$ cat src/rar_pkg.sv
`timescale 1ns / 1ps
// ----------------------------------------------------------------------------
// rar_pkg
// Shared constants for the rational arithmetic reduction core: default
// operand width, operation codes and result status codes.
// ----------------------------------------------------------------------------
package rar_pkg;

  localparam int WIDTH_DEF = 32;

  // Operation codes carried in the input tuser.
  localparam logic [1:0] OP_ADD = 2'd0;
  localparam logic [1:0] OP_SUB = 2'd1;
  localparam logic [1:0] OP_MUL = 2'd2;
  localparam logic [1:0] OP_DIV = 2'd3;

  // Result status codes carried in the output tuser.
  localparam logic [1:0] ST_OK   = 2'd0;
  localparam logic [1:0] ST_ZDEN = 2'd1;
  localparam logic [1:0] ST_DIVZ = 2'd2;
  localparam logic [1:0] ST_OVF  = 2'd3;

endpackage

$ cat src/rational_arith_reduce_core.sv
`timescale 1ns / 1ps
// ----------------------------------------------------------------------------
// rational_arith_reduce_core
// Exact add, subtract, multiply or divide of two fractions, reduced to
// lowest terms with a positive denominator.
// ----------------------------------------------------------------------------
// Each input transfer carries two fractions and an operation code; each one
// produces exactly one output transfer with the reduced result and a status.
// The core handles one request at a time and drops in_tready while it works.
// A request that fails the zero-denominator or divide-by-zero check skips
// the datapath and goes to the range check and hand-off. Otherwise the work
// runs on a shared datapath: up to three products through one WIDTH x WIDTH
// multiplier; a binary GCD that does one shift or one subtract per cycle on
// 2*WIDTH-bit magnitudes; and two restoring divisions, one quotient bit per
// cycle, that divide numerator and denominator by the GCD.
// A finished result sits in an output register, so the next request is
// accepted while the previous result still waits.
// Only the low WIDTH bits of each operand are used, sign-extended.
// ----------------------------------------------------------------------------
module rational_arith_reduce_core
  import rar_pkg::*;
#(
  parameter int WIDTH = WIDTH_DEF
) (
  input  logic         clk,
  input  logic         rst_n,
  // Request channel.
  input  logic         in_tvalid,
  output logic         in_tready,
  // in_tdata fields, lowest bit up: a_num[31:0], a_den[63:32],
  // b_num[95:64], b_den[127:96].
  input  logic [127:0] in_tdata,
  // in_tuser fields: req_type[1:0].
  input  logic [1:0]   in_tuser,
  // Result channel.
  output logic         out_tvalid,
  input  logic         out_tready,
  // out_tdata fields, lowest bit up: res_num[31:0], res_den[62:32],
  // zero fill [63].
  output logic [63:0]  out_tdata,
  // out_tuser fields: status[1:0].
  output logic [1:0]   out_tuser
);

  localparam int MW = 2 * WIDTH;          // exact width of the intermediates
  localparam int CW = $clog2(MW);         // divide step counter width

  // Sequencer states.
  localparam logic [3:0] S_IDLE = 4'd0;
  localparam logic [3:0] S_MUL0 = 4'd1;   // first numerator product
  localparam logic [3:0] S_MUL1 = 4'd2;   // second numerator product
  localparam logic [3:0] S_MUL2 = 4'd3;   // denominator product
  localparam logic [3:0] S_ADD  = 4'd4;   // signed combine of the products
  localparam logic [3:0] S_TWOS = 4'd5;   // strip common factors of two
  localparam logic [3:0] S_ODD  = 4'd6;   // binary GCD on odd parts
  localparam logic [3:0] S_DIVN = 4'd7;   // numerator / gcd
  localparam logic [3:0] S_DIVD = 4'd8;   // denominator / gcd
  localparam logic [3:0] S_EMIT = 4'd9;   // range check and hand-off

  logic [3:0] state_r, state_nxt;

  // Captured request.
  logic [1:0]       op_r, op_nxt;
  logic [WIDTH-1:0] an_r, ad_r, bn_r, bd_r;
  logic [WIDTH-1:0] an_nxt, ad_nxt, bn_nxt, bd_nxt;
  logic             an_s_r, ad_s_r, bn_s_r, bd_s_r;
  logic             an_s_nxt, ad_s_nxt, bn_s_nxt, bd_s_nxt;
  logic [1:0]       status_r, status_nxt;
  logic             neg_r, neg_nxt;

  // Datapath registers.
  logic [MW-1:0] p0_r, p0_nxt;     // first numerator product
  logic [MW-1:0] p1_r, p1_nxt;     // second numerator product
  logic [MW-1:0] x_r, x_nxt;       // GCD operand, ends as the gcd
  logic [MW-1:0] y_r, y_nxt;       // GCD operand
  logic [MW-1:0] ns_r, ns_nxt;     // numerator, later reduced numerator
  logic [MW-1:0] ds_r, ds_nxt;     // denominator, later reduced denominator
  logic [MW-1:0] acc_r, acc_nxt;   // dividend shifting out, quotient in
  logic [MW-1:0] rem_r, rem_nxt;   // partial remainder
  logic [CW-1:0] cnt_r, cnt_nxt;

  // Output register.
  logic        out_valid_r, out_valid_nxt;
  logic [31:0] out_num_r, out_num_nxt;
  logic [30:0] out_den_r, out_den_nxt;
  logic [1:0]  out_st_r, out_st_nxt;

  // Operand fields, sign-extended from bit WIDTH-1 and split into sign and
  // magnitude. The magnitude of the most negative value still fits WIDTH bits.
  logic [WIDTH-1:0] f_an, f_ad, f_bn, f_bd;
  logic [WIDTH-1:0] m_an, m_ad, m_bn, m_bd;

  assign f_an = in_tdata[WIDTH-1:0];
  assign f_ad = in_tdata[32+WIDTH-1:32];
  assign f_bn = in_tdata[64+WIDTH-1:64];
  assign f_bd = in_tdata[96+WIDTH-1:96];
  assign m_an = f_an[WIDTH-1] ? (~f_an + 1'b1) : f_an;
  assign m_ad = f_ad[WIDTH-1] ? (~f_ad + 1'b1) : f_ad;
  assign m_bn = f_bn[WIDTH-1] ? (~f_bn + 1'b1) : f_bn;
  assign m_bd = f_bd[WIDTH-1] ? (~f_bd + 1'b1) : f_bd;

  // The one multiplier, its operands chosen by the sequencer.
  logic [WIDTH-1:0] mul_a, mul_b;
  logic [MW-1:0]    mul_p;

  always_comb begin
    mul_a = ad_r;
    mul_b = bd_r;
    case (state_r)
      S_MUL0: begin
        mul_a = an_r;
        mul_b = (op_r == OP_MUL) ? bn_r : bd_r;
      end
      S_MUL1: begin
        mul_a = ad_r;
        mul_b = bn_r;
      end
      S_MUL2: begin
        mul_a = ad_r;
        mul_b = (op_r == OP_DIV) ? bn_r : bd_r;
      end
      default: begin
        mul_a = ad_r;
        mul_b = bd_r;
      end
    endcase
  end

  assign mul_p = MW'(mul_a) * MW'(mul_b);

  // Signs of the two numerator terms and of the denominator.
  logic s0, s1, den_neg;
  assign s0      = an_s_r ^ ((op_r == OP_MUL) ? bn_s_r : bd_s_r);
  assign s1      = ad_s_r ^ bn_s_r ^ (op_r == OP_SUB);
  assign den_neg = ad_s_r ^ ((op_r == OP_DIV) ? bn_s_r : bd_s_r);

  // Shared subtractors: the signed combine in S_ADD and the GCD step in
  // S_ODD both need a - b with its borrow and b - a.
  logic [MW-1:0] sub_a, sub_b;
  logic [MW:0]   sub_ab;
  logic [MW-1:0] sub_ba;

  assign sub_a  = (state_r == S_ODD) ? x_r : p0_r;
  assign sub_b  = (state_r == S_ODD) ? y_r : p1_r;
  assign sub_ab = {1'b0, sub_a} - {1'b0, sub_b};
  assign sub_ba = sub_b - sub_a;

  // Numerator magnitude and sign after the combine.
  logic [MW-1:0] num_mag;
  logic          num_neg;

  always_comb begin
    num_mag = p0_r;
    num_neg = s0;
    if ((op_r == OP_ADD) || (op_r == OP_SUB)) begin
      if (s0 == s1) begin
        num_mag = p0_r + p1_r;
        num_neg = s0;
      end else if (!sub_ab[MW]) begin
        num_mag = sub_ab[MW-1:0];
        num_neg = s0;
      end else begin
        num_mag = sub_ba;
        num_neg = s1;
      end
    end
  end

  // Restoring divide step; the divisor is the gcd held in x_r.
  logic [MW:0]   div_t, div_diff;
  logic          div_take;
  logic [MW-1:0] div_rem, div_q;

  assign div_t    = {rem_r, acc_r[MW-1]};
  assign div_diff = div_t - {1'b0, x_r};
  assign div_take = !div_diff[MW];
  assign div_rem  = div_take ? div_diff[MW-1:0] : div_t[MW-1:0];
  assign div_q    = {acc_r[MW-2:0], div_take};

  // Final range check and two's complement numerator.
  logic                    res_neg, n_ovf, d_ovf;
  logic [1:0]              fin_st;
  logic signed [WIDTH-1:0] num_w;

  assign res_neg = neg_r && (ns_r != '0);
  assign d_ovf   = |ds_r[MW-1:WIDTH-1];
  assign n_ovf   = res_neg ? ((|ns_r[MW-1:WIDTH]) || (ns_r[WIDTH-1] && (|ns_r[WIDTH-2:0])))
                           : (|ns_r[MW-1:WIDTH-1]);
  assign fin_st  = (status_r != ST_OK) ? status_r : ((d_ovf || n_ovf) ? ST_OVF : ST_OK);
  assign num_w   = res_neg ? signed'(~ns_r[WIDTH-1:0] + 1'b1) : signed'(ns_r[WIDTH-1:0]);

  // Sequencer and datapath next state.
  always_comb begin
    state_nxt     = state_r;
    op_nxt        = op_r;
    an_nxt        = an_r;
    ad_nxt        = ad_r;
    bn_nxt        = bn_r;
    bd_nxt        = bd_r;
    an_s_nxt      = an_s_r;
    ad_s_nxt      = ad_s_r;
    bn_s_nxt      = bn_s_r;
    bd_s_nxt      = bd_s_r;
    status_nxt    = status_r;
    neg_nxt       = neg_r;
    p0_nxt        = p0_r;
    p1_nxt        = p1_r;
    x_nxt         = x_r;
    y_nxt         = y_r;
    ns_nxt        = ns_r;
    ds_nxt        = ds_r;
    acc_nxt       = acc_r;
    rem_nxt       = rem_r;
    cnt_nxt       = cnt_r;
    out_valid_nxt = out_valid_r && !out_tready;
    out_num_nxt   = out_num_r;
    out_den_nxt   = out_den_r;
    out_st_nxt    = out_st_r;

    case (state_r)
      S_IDLE: begin
        if (in_tvalid) begin
          op_nxt   = in_tuser;
          an_nxt   = m_an;
          ad_nxt   = m_ad;
          bn_nxt   = m_bn;
          bd_nxt   = m_bd;
          an_s_nxt = f_an[WIDTH-1];
          ad_s_nxt = f_ad[WIDTH-1];
          bn_s_nxt = f_bn[WIDTH-1];
          bd_s_nxt = f_bd[WIDTH-1];
          // A zero denominator wins over a zero divisor.
          if ((f_ad == '0) || (f_bd == '0)) begin
            status_nxt = ST_ZDEN;
            state_nxt  = S_EMIT;
          end else if ((in_tuser == OP_DIV) && (f_bn == '0)) begin
            status_nxt = ST_DIVZ;
            state_nxt  = S_EMIT;
          end else begin
            status_nxt = ST_OK;
            state_nxt  = S_MUL0;
          end
        end
      end
      S_MUL0: begin
        p0_nxt    = mul_p;
        state_nxt = ((op_r == OP_ADD) || (op_r == OP_SUB)) ? S_MUL1 : S_MUL2;
      end
      S_MUL1: begin
        p1_nxt    = mul_p;
        state_nxt = S_MUL2;
      end
      S_MUL2: begin
        y_nxt     = mul_p;
        ds_nxt    = mul_p;
        state_nxt = S_ADD;
      end
      S_ADD: begin
        neg_nxt = num_neg ^ den_neg;
        x_nxt   = num_mag;
        ns_nxt  = num_mag;
        if (num_mag == '0) begin
          // Zero reduces straight to 0/1.
          ds_nxt    = MW'(1);
          state_nxt = S_EMIT;
        end else begin
          state_nxt = S_TWOS;
        end
      end
      S_TWOS: begin
        // Dividing out common powers of two from both the GCD operands and
        // the values to be reduced leaves the odd part of the gcd to find.
        if (!x_r[0] && !y_r[0]) begin
          x_nxt  = x_r >> 1;
          y_nxt  = y_r >> 1;
          ns_nxt = ns_r >> 1;
          ds_nxt = ds_r >> 1;
        end else begin
          state_nxt = S_ODD;
        end
      end
      S_ODD: begin
        if (y_r == '0) begin
          acc_nxt   = ns_r;
          rem_nxt   = '0;
          cnt_nxt   = '0;
          state_nxt = S_DIVN;
        end else if (!x_r[0]) begin
          x_nxt = x_r >> 1;
        end else if (!y_r[0]) begin
          y_nxt = y_r >> 1;
        end else if (!sub_ab[MW] && (sub_ab[MW-1:0] != '0)) begin
          x_nxt = sub_ab[MW-1:0];
        end else begin
          y_nxt = sub_ba;
        end
      end
      S_DIVN: begin
        acc_nxt = div_q;
        rem_nxt = div_rem;
        cnt_nxt = cnt_r + 1'b1;
        if (cnt_r == CW'(MW - 1)) begin
          ns_nxt    = div_q;
          acc_nxt   = ds_r;
          rem_nxt   = '0;
          cnt_nxt   = '0;
          state_nxt = S_DIVD;
        end
      end
      S_DIVD: begin
        acc_nxt = div_q;
        rem_nxt = div_rem;
        cnt_nxt = cnt_r + 1'b1;
        if (cnt_r == CW'(MW - 1)) begin
          ds_nxt    = div_q;
          state_nxt = S_EMIT;
        end
      end
      S_EMIT: begin
        if (!out_valid_r || out_tready) begin
          out_valid_nxt = 1'b1;
          out_st_nxt    = fin_st;
          if (fin_st == ST_OK) begin
            out_num_nxt = 32'(num_w);
            out_den_nxt = 31'(ds_r[WIDTH-2:0]);
          end else begin
            out_num_nxt = '0;
            out_den_nxt = '0;
          end
          state_nxt = S_IDLE;
        end
      end
      default: begin
        state_nxt = S_IDLE;
      end
    endcase
  end

  always_ff @(posedge clk) begin
    if (!rst_n) begin
      state_r     <= S_IDLE;
      out_valid_r <= 1'b0;
    end else begin
      state_r     <= state_nxt;
      out_valid_r <= out_valid_nxt;
    end
  end

  always_ff @(posedge clk) begin
    op_r      <= op_nxt;
    an_r      <= an_nxt;
    ad_r      <= ad_nxt;
    bn_r      <= bn_nxt;
    bd_r      <= bd_nxt;
    an_s_r    <= an_s_nxt;
    ad_s_r    <= ad_s_nxt;
    bn_s_r    <= bn_s_nxt;
    bd_s_r    <= bd_s_nxt;
    status_r  <= status_nxt;
    neg_r     <= neg_nxt;
    p0_r      <= p0_nxt;
    p1_r      <= p1_nxt;
    x_r       <= x_nxt;
    y_r       <= y_nxt;
    ns_r      <= ns_nxt;
    ds_r      <= ds_nxt;
    acc_r     <= acc_nxt;
    rem_r     <= rem_nxt;
    cnt_r     <= cnt_nxt;
    out_num_r <= out_num_nxt;
    out_den_r <= out_den_nxt;
    out_st_r  <= out_st_nxt;
  end

  assign in_tready  = (state_r == S_IDLE);
  assign out_tvalid = out_valid_r;
  assign out_tdata  = {1'b0, out_den_r, out_num_r};
  assign out_tuser  = out_st_r;

endmodule

$ cat config.mk
export PLATFORM = sky130hd
export DESIGN_NAME = rational_arith_reduce_core
export DESIGN_NICKNAME = d
export VERILOG_FILES = /design/src/rar_pkg.sv /design/src/rational_arith_reduce_core.sv
export SDC_FILE = /design/constraint.sdc
export NUM_CORES = 2
export LEC_CHECK = 0
export BUFFER_PORTS_ARGS = -buffer_cell sky130_fd_sc_hd__buf_2
export CAP_MARGIN = 10
export CORE_ASPECT_RATIO = 1.75
export CORE_MARGIN = 2
export CORE_UTILIZATION = 50
export CTS_CLUSTER_SIZE = 40
export DETAILED_ROUTE_END_ITERATION = 12
export PLACE_DENSITY = 0.66
export REMOVE_ABC_BUFFERS = 1
export SLEW_MARGIN = 10
export SYNTH_ARGS = -nofsm -noshare
export SYNTH_HDL_FRONTEND = slang
export SYNTH_SLANG_ARGS = --single-unit
$ cat constraint.sdc
create_clock -name clk -period 13.2 [get_ports clk]
set_input_delay 2.64 -clock clk [delete_from_list [all_inputs] [get_ports clk]]
set_output_delay 2.64 -clock clk [all_outputs]
set_load 0.005 [all_outputs]
==> flow_metrics.env, run 1 <==
export IMPL_track_usage_pct=60.9
export IMPL_grt_pass1_wl_um=737000
export IMPL_synth_ff_type="edfxtp_1"
export IMPL_synth_edf_count=720
export IMPL_clock_path_buffers=3
export IMPL_cts_resized=0
export IMPL_syn_cell_area_um2=84900
export IMPL_status="did not finish"
export IMPL_yosysSeqAreaShare_pct=25.6
export IMPL_rows=200
export IMPL_yosysWarnings=0
export IMPL_cts_buffers=78
export IMPL_htree_levels=3
export IMPL_grt_max_degree=68
export IMPL_post_dp_hpwl_um=378000
export IMPL_grt_ovfl_total=126
export IMPL_post_cts_buffers=0
export IMPL_firstError="[ERROR GRT-0116] Global routing finished with congestion. Check the congestion regions in the DRC Viewer."
export IMPL_ys_async_sr_fraction_pct=0
export IMPL_root_buffer="clkbuf_16"
export IMPL_syn_inst=9388
export IMPL_dieHeight_um=549
export IMPL_gp_congestion=1.20
export IMPL_clock_sinks=725
export IMPL_grt_pass1_vias=90700
export IMPL_lastStage="global routing (5_1_grt)"
export IMPL_initial_core_util_pct=50.2
export IMPL_die_w_um=316
export IMPL_portBuffers=200
export IMPL_cts_hold_buffers=0
export IMPL_ios=202
export IMPL_synth_cell_types=93
export IMPL_synth_seq_cells=725
export IMPL_syn_area_per_cell_um2=9.04
-- metal layers --
| metal | GRT usage (%) | GRT overflow |
|---|---|---|
| met1 | 56.5 | 0 |
| met2 | 89.6 | 77 |
| met3 | 29.6 | 5 |
| met4 | 72.9 | 44 |
| met5 | 2.19 | 0 |
-- stage by stage --
| stage | setup TNS (ns) | hold WS, ns | std cells | worst slack [ns] | area [um2] |
|---|---|---|---|---|---|
| after floorplan | -2306.12 | 0.511 | 8873 | -9.07 | 82900 |
| after global placement | 0 | 0.527 | 11600 | 1.26 | 89800 |
| after detailed placement | 0 | 0.547 | 11600 | 1.25 | 89800 |
| after CTS | 0 | 0.564 | 11800 | 1.20 | 92400 |
-- synthesized netlist by cell type (39+ instances only) --
cell type,number,area [um2]
a211oi_1,88,661
a21o_1,136,1020
a21oi_1,631,3160
a222oi_1,76,761
a22oi_1,81,608
a31oi_1,43,269
and2_1,81,507
and3_1,70,438
clkbuf_1,457,1720
edfxtp_1,720,21600
fa_1,900,18000
ha_1,523,6540
inv_1,1262,4740
mux2_2,40,450
mux2i_1,152,1520
nand2_1,943,3540
nand2b_1,60,375
nand3_1,162,811
nand4_1,100,626
nor2_1,983,3690
nor2b_1,59,369
nor3_1,88,440
nor4_1,62,388
o211ai_1,39,293
o21a_1,45,338
o21ai_0,417,2090
o21bai_1,55,413
o221ai_1,72,631
o31ai_1,61,458
or3_1,40,250
xnor2_1,303,2650
xor2_1,147,1290
-- logic make-up after synthesis --
logic type	share of synthesized area [%]
muxes	2.32
buffers and inverters	7.97
xor gates and xnor gates	4.69
adders and majority gates	28.9
other	0.00442
DFF	25.6
AOI/OAI and AO/OA	16.0
and+or+nand+nor	14.5
==> run 2: changes to the inputs <==
Settings changed: CORE_ASPECT_RATIO 1.75 to not set, CORE_UTILIZATION 50 to 35, CTS_CLUSTER_SIZE 40 to not set, PLACE_DENSITY 0.66 to not set, PLACE_DENSITY_LB_ADDON set to 0.15.
==> flow_metrics.env, run 2 <==
export IMPL_status="completed"
export IMPL_clock_path_buffers=3
export IMPL_tns_ns=0
export IMPL_clk_latency_ns=0.78
export IMPL_slew_limit_headroom_pct=6.45
export IMPL_syn_cell_area_um2=84900
export IMPL_cp_common_cell="fa_1"
export IMPL_met1_usage_pct=40.3
export IMPL_clock_sinks=725
export IMPL_critPathCaptureType="flip-flop"
export IMPL_gp_congestion=1.00
export IMPL_syn_to_final_growth_pct=9.52
export IMPL_grt_met3_usage_pct=4.73
export IMPL_cp_endpoint="y_r[60]$_DFFE_PP_"
export IMPL_synth_ff_type="edfxtp_1"
export IMPL_cts_tree="built"
export IMPL_r2r_start="op_r[0]$_DFFE_PP_"
export IMPL_first_iter_violations=8049
export IMPL_portBuffers=200
export IMPL_vias=73200
export IMPL_path_max_fanout=19
export IMPL_initial_core_util_pct=35.2
export IMPL_worst_pin_slew_ns=1.39
export IMPL_yosysWarnings=0
export IMPL_wl_um=376000
export IMPL_slew_viol_final=0
export IMPL_grt_max_degree=111
export IMPL_drc=0
export IMPL_grt_ovfl_total=0
export IMPL_grt_pass1_wl_um=533000
export IMPL_hold_violations=0
export IMPL_post_dp_hpwl_um=301000
export IMPL_startpoint="op_r[0]$_DFFE_PP_"
export IMPL_fin_nets=10900
export IMPL_cts_resized=0
export IMPL_grt_pass1_vias=73700
export IMPL_synth_most_common_cell="inv_1"
export IMPL_dieHeight_um=497
export IMPL_dp_slack_ns=1.75
export IMPL_rsz0062_at_grt="false"
export IMPL_ys_async_sr_fraction_pct=0
export IMPL_root_buffer="clkbuf_16"
export IMPL_fin_ws_ns=1.49
export IMPL_clk_pin_slew_ns=0.06
export IMPL_yosys_area_top_type="edfxtp_1"
export IMPL_synth_top_area_share_pct=25.5
export IMPL_timing_rr_end="y_r[60]$_DFFE_PP_"
export IMPL_syn_area_per_cell_um2=9.04
export IMPL_die_w_um=497
export IMPL_cp_slowest_cell="a211oi_4"
export IMPL_drt_pass1_iter_count=9
export IMPL_startpoint_type="flip-flop"
export IMPL_post_drt_wl_per_cell_um=29.7
export IMPL_cts_hold_buffers=0
export IMPL_worstPathRequired_ns=13.68
export IMPL_synth_seq_cells=725
export IMPL_final_cell_mix="inv_1 (1262), nor2_1 (976), nand2_1 (941)"
export IMPL_arrival_ns=12.19
export IMPL_fmax_ghz=0.0854
export IMPL_core_um2=241000
export IMPL_cts_buffers=92
export IMPL_htree_levels=3
export IMPL_syn_inst=9388
export IMPL_synth_cell_types=93
export IMPL_post_route_cells_drive_above_1_share_pct=7.79
export IMPL_ff2ff_path_depth=32
export IMPL_timing_final_crit_share_pct=88.7
export IMPL_via_per_inst=5.80
export IMPL_netlist_top_cells_area="edfxtp_1 (25%), fa_1 (21%), ha_1 (7.7%)"
export IMPL_hp_class="reg -> reg"
export IMPL_grt_busiest_layer="met2"
export IMPL_finalSetupViolations=0
export IMPL_ant_nets=0
export IMPL_r2r_slack_ns=1.49
export IMPL_antenna_found_initial=18
export IMPL_track_usage_pct=30.0
export IMPL_post_cts_buffers=0
export IMPL_grt_util_met2_pct=47.3
export IMPL_worstSetupPathType="reg -> reg"
export IMPL_synthTopCellsByCount="inv_1 (1262), nor2_1 (983), nand2_1 (943)"
export IMPL_rows=180
export IMPL_skew_ns=0.0786
export IMPL_max_cap_violations=0
export IMPL_synth_edf_count=720
export IMPL_yosysSeqAreaShare_pct=25.6
export IMPL_die_area_um2=247000
export IMPL_ios=202
export IMPL_layout_commonest_cell="inv_1"
export IMPL_cp_slowest_stage_delay_ns=0.83
export IMPL_fin_crit_ns=11.71
==> run 2: cell counts after synthesis <==
Identical to the previous run, type by type.
==> run 2: area by class of cell <==
class,count,area [um2]
fillers,24600,148000
multi-input cells,6883,57000
inverters,1265,4750
flip-flops and latches,725,21700
repair buffers,385,2440
well taps,3185,3990
clock inverters,58,656
diodes,18,45.0
clock buffers,107,2380
==> run 2: layer usage <==
layer / wire length, um / part of all wire, % / up-vias
li1: - / - / 32100
met1: 157000 / 42 / 37100
met2: 168000 / 45 / 3401
met3: 28700 / 7.6 / 631
met4: 21000 / 5.6 / 0
met5: 0 / 0 / -
==> run 2: critical path, delay by kind of cell (launching register included) <==
| kind | cells | cell delay (ns) |
|---|---|---|
| DFF | 1 | 0.49 |
| adders and majority gates | 9 | 4.43 |
| AOI/OAI and AO/OA | 13 | 3.60 |
| xor gates and xnor gates | 1 | 0.22 |
| and+or+nand+nor | 5 | 2.05 |
| buffers and inverters | 4 | 0.58 |
==> run 2: cell families after synthesis <==
group / count (synthesis) / share of synthesized area, %
adders and majority gates: 1423 / 28.9
AOI/OAI and AO/OA: 2052 / 16.0
DFF: 725 / 25.6
xor gates and xnor gates: 452 / 4.69
buffers and inverters: 1780 / 7.97
other: 1 / 0.00442
and+or+nand+nor: 2763 / 14.5
muxes: 192 / 2.32
==> run 2: how the worst min path moves through the flow <==
stage | start | endpoint | slack [ns] | depth (start not counted)
3_3_place_gp | x_r[58]$_DFFE_PP_ | x_r[57]$_DFFE_PP_ | 0.54 | 2
5_1_grt | ds_r[33]$_DFFE_PP_ | acc_r[33]$_DFFE_PP_ | 0.57 | 2
3_5_place_dp | x_r[33]$_DFFE_PP_ | x_r[32]$_DFFE_PP_ | 0.55 | 2
4_1_cts | ds_r[33]$_DFFE_PP_ | acc_r[33]$_DFFE_PP_ | 0.54 | 2
2_1_floorplan | out_tvalid$_SDFF_PN0_ | out_tvalid$_SDFF_PN0_ | 0.51 | 2
6_report | ds_r[33]$_DFFE_PP_ | acc_r[33]$_DFFE_PP_ | 0.55 | 2
==> run 2: stage by stage <==
step | util, % | cells | hold slack, ns | cell area [um2]
final | 38.6 | 12600 | 0.553 | 93000
after global routing | 38.6 | 12600 | 0.570 | 93000
after CTS | 38.6 | 12600 | 0.544 | 92900
after detailed placement | 37.3 | 12400 | 0.546 | 89900
after global placement | 37.3 | 12400 | 0.544 | 89900
after floorplan | - | 8873 | 0.511 | 82900
Power of run 2 is not shown: default switching activity piles up to over one toggle a cycle in this logic, so the estimate is an artifact.
